===== config.mk =====
export PLATFORM = sky130hd
export DESIGN_NAME = ssm_queue
export DESIGN_NICKNAME = d
export VERILOG_FILES = /design/src/rtl/ssm_pkg.sv /design/src/rtl/ssm_queue.sv
export SDC_FILE = /design/constraint.sdc
export NUM_CORES = 1
export LEC_CHECK = 0
export BUFFER_PORTS_ARGS = -buffer_cell sky130_fd_sc_hd__clkbuf_2
export CORE_MARGIN = 4
export CORE_UTILIZATION = 25
export CTS_CLUSTER_SIZE = 25
export DETAILED_ROUTE_END_ITERATION = 10
export GPL_TIMING_DRIVEN = 0
export PLACE_DENSITY = 0.48
export SYNTH_ARGS = -nofsm -noshare
export SYNTH_HDL_FRONTEND = slang
export SYNTH_SLANG_ARGS = --single-unit
export TNS_END_PERCENT = 20

===== constraint.sdc =====
create_clock -name clk -period 5.5 [get_ports clk]
set_clock_uncertainty 0.2 [all_clocks]
set_input_delay 1.1 -clock clk [delete_from_list [all_inputs] [get_ports clk]]
set_output_delay 1.1 -clock clk [all_outputs]
set_load 0.05 [all_outputs]

===== src/rtl/ssm_pkg.sv =====
// Shared types, constants and arithmetic helpers for the selective-scan head.
// Used by ssm_front, ssm_queue, ssm_back and ssm_selective_scan_head.
`timescale 1ns / 1ps

package ssm_pkg;

	localparam int STATE_DIM   = 16;
	localparam int HEAD_DIM    = 64;
	localparam int ENTRIES     = STATE_DIM * HEAD_DIM;
	localparam int ADDR_W      = $clog2(ENTRIES);
	localparam int N_W         = (STATE_DIM > 1) ? $clog2(STATE_DIM) : 1;
	localparam int DATA_W      = 32;
	localparam int INDEX_W     = 10;
	localparam int OP_W        = 3;
	localparam int ACC_W       = DATA_W + $clog2(STATE_DIM + 2);
	localparam int CFG_IDX_W   = 2;
	localparam int QUEUE_DEPTH = 2;
	localparam int QPTR_W      = $clog2(QUEUE_DEPTH);
	localparam int QCNT_W      = $clog2(QUEUE_DEPTH + 1);

	localparam logic signed [DATA_W-1:0] Q_ONE = 32'sd65536;
	localparam logic [30:0] LOG2E_Q30 = 31'd1549082005;

	localparam logic KIND_Y     = 1'b0;
	localparam logic KIND_STATE = 1'b1;

	localparam logic [CFG_IDX_W-1:0] REG_LOG_DECAY   = 2'd0;
	localparam logic [CFG_IDX_W-1:0] REG_SKIP_GAIN   = 2'd1;
	localparam logic [CFG_IDX_W-1:0] REG_SKIP_ENABLE = 2'd2;

	typedef enum logic [OP_W-1:0] {
		OP_LOAD = 3'd0,
		OP_DT   = 3'd1,
		OP_BC   = 3'd2,
		OP_X    = 3'd3,
		OP_READ = 3'd4
	} op_t;

	typedef struct packed {
		logic [OP_W-1:0]           op;
		logic [INDEX_W-1:0]        index;
		logic signed [DATA_W-1:0]  value_a;
		logic signed [DATA_W-1:0]  value_b;
	} in_item_t;

	typedef struct packed {
		logic                      kind;
		logic signed [DATA_W-1:0]  y_value;
		logic signed [DATA_W-1:0]  state_value;
	} out_item_t;

	// A classified command as it waits between front and back.
	typedef struct packed {
		op_t                       op;
		logic [INDEX_W-1:0]        index;
		logic                      oob;
		logic signed [DATA_W-1:0]  value_a;
		logic signed [DATA_W-1:0]  value_b;
	} cmd_t;

	typedef struct packed {
		logic clearing;
	} back_status_t;

	typedef enum logic [3:0] {
		BK_CLEAR,
		BK_IDLE,
		BK_DT_ARG,
		BK_DT_T,
		BK_DT_INT,
		BK_DT_FIN,
		BK_X_RD,
		BK_X_INC,
		BK_X_KEPT,
		BK_X_SUM,
		BK_X_CS,
		BK_X_ACC,
		BK_X_SKIP,
		BK_X_FIN,
		BK_RB_OUT
	} back_state_t;

	// Round a full Q32.32 product to Q16.16 (ties up) and saturate.
	function automatic logic signed [DATA_W-1:0] qround(input logic signed [63:0] p);
		logic [64:0] t;
		logic [48:0] w;
		t = {p[63], p} + 65'd32768;
		w = t[64:16];
		if (w[48:31] == '0 || w[48:31] == '1) begin
			return $signed(w[31:0]);
		end else if (w[48]) begin
			return 32'sh8000_0000;
		end else begin
			return 32'sh7fff_ffff;
		end
	endfunction

	function automatic logic signed [DATA_W-1:0] sat33(input logic signed [32:0] v);
		if (v[32] == v[31]) begin
			return $signed(v[31:0]);
		end else if (v[32]) begin
			return 32'sh8000_0000;
		end else begin
			return 32'sh7fff_ffff;
		end
	endfunction

	function automatic logic signed [DATA_W-1:0] sat_acc(input logic signed [ACC_W-1:0] v);
		if (v[ACC_W-1:31] == '0 || v[ACC_W-1:31] == '1) begin
			return $signed(v[31:0]);
		end else if (v[ACC_W-1]) begin
			return 32'sh8000_0000;
		end else begin
			return 32'sh7fff_ffff;
		end
	endfunction

	// 65536 * 2^(-k/32) for k = 0..32.
	function automatic logic [16:0] pow2_tab(input logic [5:0] k);
		unique case (k)
			6'd0:  return 17'd65536;
			6'd1:  return 17'd64132;
			6'd2:  return 17'd62757;
			6'd3:  return 17'd61413;
			6'd4:  return 17'd60097;
			6'd5:  return 17'd58809;
			6'd6:  return 17'd57549;
			6'd7:  return 17'd56316;
			6'd8:  return 17'd55109;
			6'd9:  return 17'd53928;
			6'd10: return 17'd52773;
			6'd11: return 17'd51642;
			6'd12: return 17'd50535;
			6'd13: return 17'd49452;
			6'd14: return 17'd48393;
			6'd15: return 17'd47356;
			6'd16: return 17'd46341;
			6'd17: return 17'd45348;
			6'd18: return 17'd44376;
			6'd19: return 17'd43425;
			6'd20: return 17'd42495;
			6'd21: return 17'd41584;
			6'd22: return 17'd40693;
			6'd23: return 17'd39821;
			6'd24: return 17'd38968;
			6'd25: return 17'd38133;
			6'd26: return 17'd37316;
			6'd27: return 17'd36516;
			6'd28: return 17'd35734;
			6'd29: return 17'd34968;
			6'd30: return 17'd34219;
			6'd31: return 17'd33486;
			6'd32: return 17'd32768;
			default: return 17'd0;
		endcase
	endfunction

endpackage


===== src/rtl/ssm_queue.sv =====
// Short command queue between the front end and the execution back end.
// Depends on ssm_pkg for the command type and depth.
`timescale 1ns / 1ps

module ssm_queue (
	input  logic          clk,
	input  logic          arst_n,
	input  logic          push,
	input  ssm_pkg::cmd_t push_cmd,
	input  logic          pop,
	output ssm_pkg::cmd_t head,
	output logic          head_valid,
	output logic          full
);

	ssm_pkg::cmd_t                 slots_q [ssm_pkg::QUEUE_DEPTH];
	logic [ssm_pkg::QPTR_W-1:0]    wr_q;
	logic [ssm_pkg::QPTR_W-1:0]    rd_q;
	logic [ssm_pkg::QCNT_W-1:0]    count_q;

	assign head       = slots_q[rd_q];
	assign head_valid = count_q != '0;
	assign full       = count_q == ssm_pkg::QCNT_W'(ssm_pkg::QUEUE_DEPTH);

	always_ff @(posedge clk or negedge arst_n) begin
		if (!arst_n) begin
			wr_q    <= '0;
			rd_q    <= '0;
			count_q <= '0;
		end else begin
			if (push) begin
				wr_q <= wr_q + 1'b1;
			end
			if (pop) begin
				rd_q <= rd_q + 1'b1;
			end
			if (push && !pop) begin
				count_q <= count_q + 1'b1;
			end else if (pop && !push) begin
				count_q <= count_q - 1'b1;
			end
		end
	end

	always_ff @(posedge clk) begin
		if (push) begin
			slots_q[wr_q] <= push_cmd;
		end
	end

	a_no_push_full: assert property (@(posedge clk) disable iff (!arst_n)
		full |-> !push) else $error("push into a full queue");
	a_no_pop_empty: assert property (@(posedge clk) disable iff (!arst_n)
		pop |-> head_valid) else $error("pop from an empty queue");

endmodule


==> metrics.txt, run 1 <==
status=complete, no violations; CTS sink cnt=160; Reg area=4780 sq um; # rows=55; Core ar.=22800 sq um; largest net degree at the start of global routing=between 50 and 60; DRC viols=0; yosys warns=0; Final HPWL DP=8450 microns; RePlAce Congestion=just under 0.7; setup TNS=0 ns; Synth area leaders=edfxtp_1 80%, mux2_2 13%, mux2_4 2.6%, dfrtp_1 1.7%, xor2_1 0.60%; CP Data Arrival Time=between 1.5 and 2 ns; Num CTS Buffers=17; setup repair bufs after CTS=0; Syn Inst Count=around 260; io pins=162; Die Area=roughly 26000 sq um; Critical Path Start=rd_q; Pwr Density=~620 nW/um^2; share of the synthesized area in the top cell type=roughly 80%; Core Util, Final=33.9%; final wirelength=between 10000 and 15000 microns; worst reg2reg startpoint=wr_q; clk buf depth=2; Vias/cell=a little under 4; largest fanout on the critical path=10; dpl ws=approximately 2.7 ns; H-tree levels=4; relative slew slack=roughly 64%; hold crit path type=input port to async pin; total gr overflow=0; ys flop type=edfxtp_1; area leader, netlist=edfxtp_1; cts hold-fix bufs=0; Synth Net Count=between 300 and 400; Worst setup SP type=flip-flop; Final Cycle Share=between 50% and 60%; Layout area overhead=32.4%; Lkg Pwr=about 3 nW; Reg2Reg Setup Slack=3.62 ns; layout cell share with drive strength beyond 1=roughly three fifths; DIE WIDTH=about 160 microns; Worst Path Required=~4.2 ns; clock latency on the worst-skew pair=just over 0.4 ns; # Max-Cap Violations=0; Port Buffers=around 160; initial antenna violation count=0; vias=2964; top-count cell post-synth=edfxtp_1; Max IR drop VDD=about 0.33 mV; Worst setup EP type=output port; Die Ht=about 160 microns; routed len/inst=approximately 16 microns; mapped cell area=roughly 5900 sq um; fillers=about 2300; Nets=around 530; synth unique cells=14; footprint of the multi-input gates=between 1000 and 1500 sq um; initial drt markers=88; Final Hold Slack=approximately 0.29 ns; top cells by count, synth=156 x edfxtp_1, 68 x mux2_2, 10 x mux2_4; Final Hold Vio Count=0; maximum clock rate=320 MHz; post-cts resize count=0; Least-Margin Pin Slew=~0.54 ns; post-layout minimum cycle time=~3.1 ns; #FFs+latches synth=160; Reg clk slew, reported paths=approximately 0.060 ns; Final setup viols=0; Initial Util=~26%; EDFF count, synth=around 160; DRT antenna net count=0; GRT Util Overall=under 10%; final worst setup slack=around 2.4 ns; RSZ-0062 raised after global routing=no; root buffer cell=clkbuf_16; first-pass GRT wire length=18700 microns; Synth Area per Inst=about 23 sq um; Seq/Total Area, Yosys=approximately 82%; Initial DRT Pass Iterations=4; kind of critical path=flip-flop to output port; CTS tree=yes; Async SR Flop Fraction=under 10%; vias in the first global route=about 3400; Ant. Diodes=0; fin. max-slew vios=0
[report_power, final]
part	leakage (nW)	internal (mW)	switching (mW)	total (mW)
clock	0.277	0.713	0.473	1.19
combinational	1.15	0.546	1.37	1.92
sequential	1.51	1.62	0.0549	1.67
[final timing paths]
| check | endpoint | cells past startpoint |
|---|---|---|
| max in group asynchronous | rd_q | 1 |
| min | count_q[1] | 1 |
| max reg2reg | slots_q[0][30] | 3 |
| min reg2reg | count_q[1] | 1 |
| min in group clk | count_q[1] | 1 |
| max | head[47] | 5 |
[worst max-delay path, cell delays in order (launching register included)]
cell      delay, ns
dfrtp_1        0.34
buf_6          0.14
buf_6          0.18
buf_6          0.20
mux2_4         0.32
clkbuf_2       0.24
[flip-flops by register name, indices dropped and copies added, names as in the netlist]
signal,cells
wr_q,1
rd_q,1
count_q,2
slots_q,156
[layout make-up]
cell class	instances	area share, %
Timing Repair Buffer	165	11.6
Clock inverter	14	2.10
Clock buffer	18	5.54
Buffer	9	0.824
Multi-Input combinational cell	89	13.0
Inverter	1	0.0484
Sequential cell	160	61.8
Tap cell	313	5.05
[cell usage in the layout (no fill, tap or decap)]
master      instances
mux2_4             10
clkbuf_2          161
and2_4              1
nor2b_1             1
xnor2_1             1
inv_6               3
clkbuf_16          17
clkinv_1            4
mux2_2             68
buf_6               3
buf_12              2
ha_1                1
bufinv_16           3
clkbuf_1            1
edfxtp_1          156
buf_2               6
xor2_1              4
buf_16              2
clkinv_4            1
or2_2               1
inv_1               1
dfrtp_1             4
nor2b_4             1
clkinvlp_4          3
nor2_1              1
[metal layers]
layer / global-route usage (%) / routed length (microns) / vias up
li1: - / - / 1393
met1: 10.7 / 4780 / 1460
met2: 16.4 / 6260 / 98
met3: 4.01 / 901 / 13
met4: 2.91 / 135 / 0
met5: 0 / 0 / -
[stage by stage]
step                instances  total power, mW  instance area [sq um]
finish                    769             4.77                   7750
global route              769             5.00                   7750
CTS                       769             4.87                   7750
detailed placement        737             3.66                   7160
global placement          733             3.63                   7050
floorplan                 259             3.19                   5850
[logic make-up after synthesis]
family / Yosys count / share of synthesized area, %
XOR/XNOR: 5 / 0.748
adder cells (fa/ha/maj): 1 / 0.214
buffers and inverters: 10 / 1.15
flip-flops: 160 / 81.7
multiplexers: 78 / 15.6
AND/OR/NAND/NOR: 5 / 0.492
No activity file was read; power rests on OpenSTA's default activity.
==> run 2, diff against run 1 <==
clock period = 3.1 ns   (was 5.5 ns; I/O delays follow)
==> metrics.txt, run 2 (synthesis gave the netlist of run 1 again) <==
status=complete, no violations; DIE WIDTH=about 160 microns; vias in the first global route=roughly 3400; final worst setup slack=approximately 0.45 ns; Port Buffers=roughly 160; max reg flops=between 150 and 200; GRT Util Overall=approximately a tenth; root buffer cell=clkbuf_16; Lkg Pwr=2.92 nW; Reg2Reg Depth=3; hold crit path type=input port to flip-flop; Num CTS Buffers=17; Final Hold Vio Count=0; largest fanout on the critical path=10; fillers=between 2000 and 2500; relative slew slack=about 48%; Worst setup EP type=output port; Final HPWL DP=8150 microns; Initial Util=about a quarter; DRT antenna net count=0; dpl ws=between 0.5 and 0.6 ns; Worst R2R End=slots_q[0][30]; Final Cycle Share=between 80% and 90%; kind of critical path=flip-flop to output port; initial antenna violation count=0; Tot Pwr=between 8 and 9 mW; Core ar.=approximately 23000 sq um; Reg clk slew, reported paths=about 0.07 ns; Max IR drop VDD=~0.46 mV; largest net degree at the start of global routing=56; placed cell count=around 740; # Max-Cap Violations=0; post-layout minimum cycle time=between 2 and 3 ns; Initial DRT Pass Iterations=4; fin cells=between 700 and 800; most frequent cells in the layout=161 x clkbuf_2, 156 x edfxtp_1, 68 x mux2_2, 17 x clkbuf_16, 10 x mux2_4; DRC viols=0; # rows=55; Final setup viols=0; most flop-heavy register=slots_q; CP max stage delay=roughly 0.38 ns; clk buf depth=2; Least-Margin Pin Slew=roughly 0.8 ns; Vias/cell=~3.9; Worst Path Buf+Inv=3; RePlAce Congestion=roughly 0.70; worst hold start=push_cmd[6]; io pins=between 150 and 200; leading cell type in the layout, fill and taps excluded=clkbuf_2; Hold Path Sink=slots_q[1][6]; biggest regs=slots_q x156, count_q x2; clock latency on the worst-skew pair=around 0.4 ns; family with the most delay on the worst path=buffers and inverters; layout cell share with drive strength beyond 1=between 60% and 70%; initial drt markers=between 70 and 80; Pwr Density=roughly 1100 nW/um^2; total gr overflow=0; CTS tree=yes; maximum clock rate=378 MHz; Ant. Diodes=0; Hold Path Depth=1; vias=2988; fin. max-slew vios=0; Die Ht=161 microns; worst reg2reg startpoint=wr_q; Die Area=around 26000 sq um; routed len/inst=15.6 microns; RSZ-0062 raised after global routing=no; Layout area overhead=31.5%; H-tree levels=4; Worst setup SP type=flip-flop; CP Data Arrival Time=~1.8 ns; CP Cell Sequence=buf_6, buf_2, mux2_2, clkbuf_2; first-pass GRT wire length=between 15000 and 20000 microns; Critical-path top delay cell=mux2_2; Reg2Reg Setup Slack=approximately 0.98 ns; final wirelength=around 12000 microns; CTS sink cnt=160; Worst Path Required=about 2.3 ns; Nets=between 500 and 600; setup repair bufs after CTS=0
## run 2: cell count changes in the layout (fill, tap and decap cells not counted), sizes merged
cell         previous run  this run
clkbuf                179       178
bufinv                  3         1
buf                    13        12
inv                     4         6
dlygate4sd3             0         1
## run 2: report_power, final
group | switching (mW) | internal [mW] | total (mW)
Combinational | 2.42 | 0.950 | 3.37
Sequential | 0.0976 | 2.87 | 2.96
Clock | 0.875 | 1.11 | 1.99
Total | 3.39 | 4.93 | 8.32
## run 2: layout make-up
| class | instances | area, sq um | share of cell area (%) |
|---|---|---|---|
| Inverter | 1 | 3.75 | 0.0488 |
| Clock inverter | 14 | 131 | 1.71 |
| Multi-Input combinational cell | 89 | 1010 | 13.1 |
| Sequential cell | 160 | 4780 | 62.2 |
| Clock buffer | 17 | 425 | 5.53 |
| Timing Repair Buffer | 165 | 883 | 11.5 |
| Tap cell | 313 | 392 | 5.09 |
| Buffer | 9 | 63.8 | 0.829 |
## run 2: through the flow
step                      instance area [sq um]  TNS [ns]  util (%)  hold slack [ns]
after floorplan                            5860         0         -            0.124
after global placement                     7060   -122.26      30.9            0.236
after detailed placement                   7130         0      31.2            0.233
after CTS                                  7690         0      33.7            0.172
after global routing                       7690         0      33.7            0.165
final                                      7690         0      33.7            0.191
## run 2: worst max-delay path by stage
stage / startpoint / endpoint / slack [ns] / cells past startpoint
5_1_grt: rd_q / head[23] / 0.33 / 4
2_1_floorplan: push / slots_q[1][0] / 0.02 / 1
4_1_cts: rd_q / head[18] / 0.38 / 4
3_5_place_dp: push / slots_q[0][32] / 0.54 / 4
6_report: rd_q / head[18] / 0.45 / 4
3_3_place_gp: push / slots_q[1][36] / -1.33 / 2
## run 2: timing repair
action                                 in CTS  in global routing
hold buffers                                1                  0
endpoints found under the hold margin       4                  0
gates resized for setup                     0                  0
## run 2: routing by layer
layer | share of wire (%) | wire length (microns) | global-route usage (%) | vias to the layer above
met5 | 0 | 0 | 0 | -
met4 | 1.6 | 190 | 3.61 | 0
met3 | 7.5 | 896 | 3.73 | 11
met2 | 49 | 5880 | 15.9 | 109
met1 | 42 | 5040 | 10.8 | 1481
li1 | - | - | - | 1387
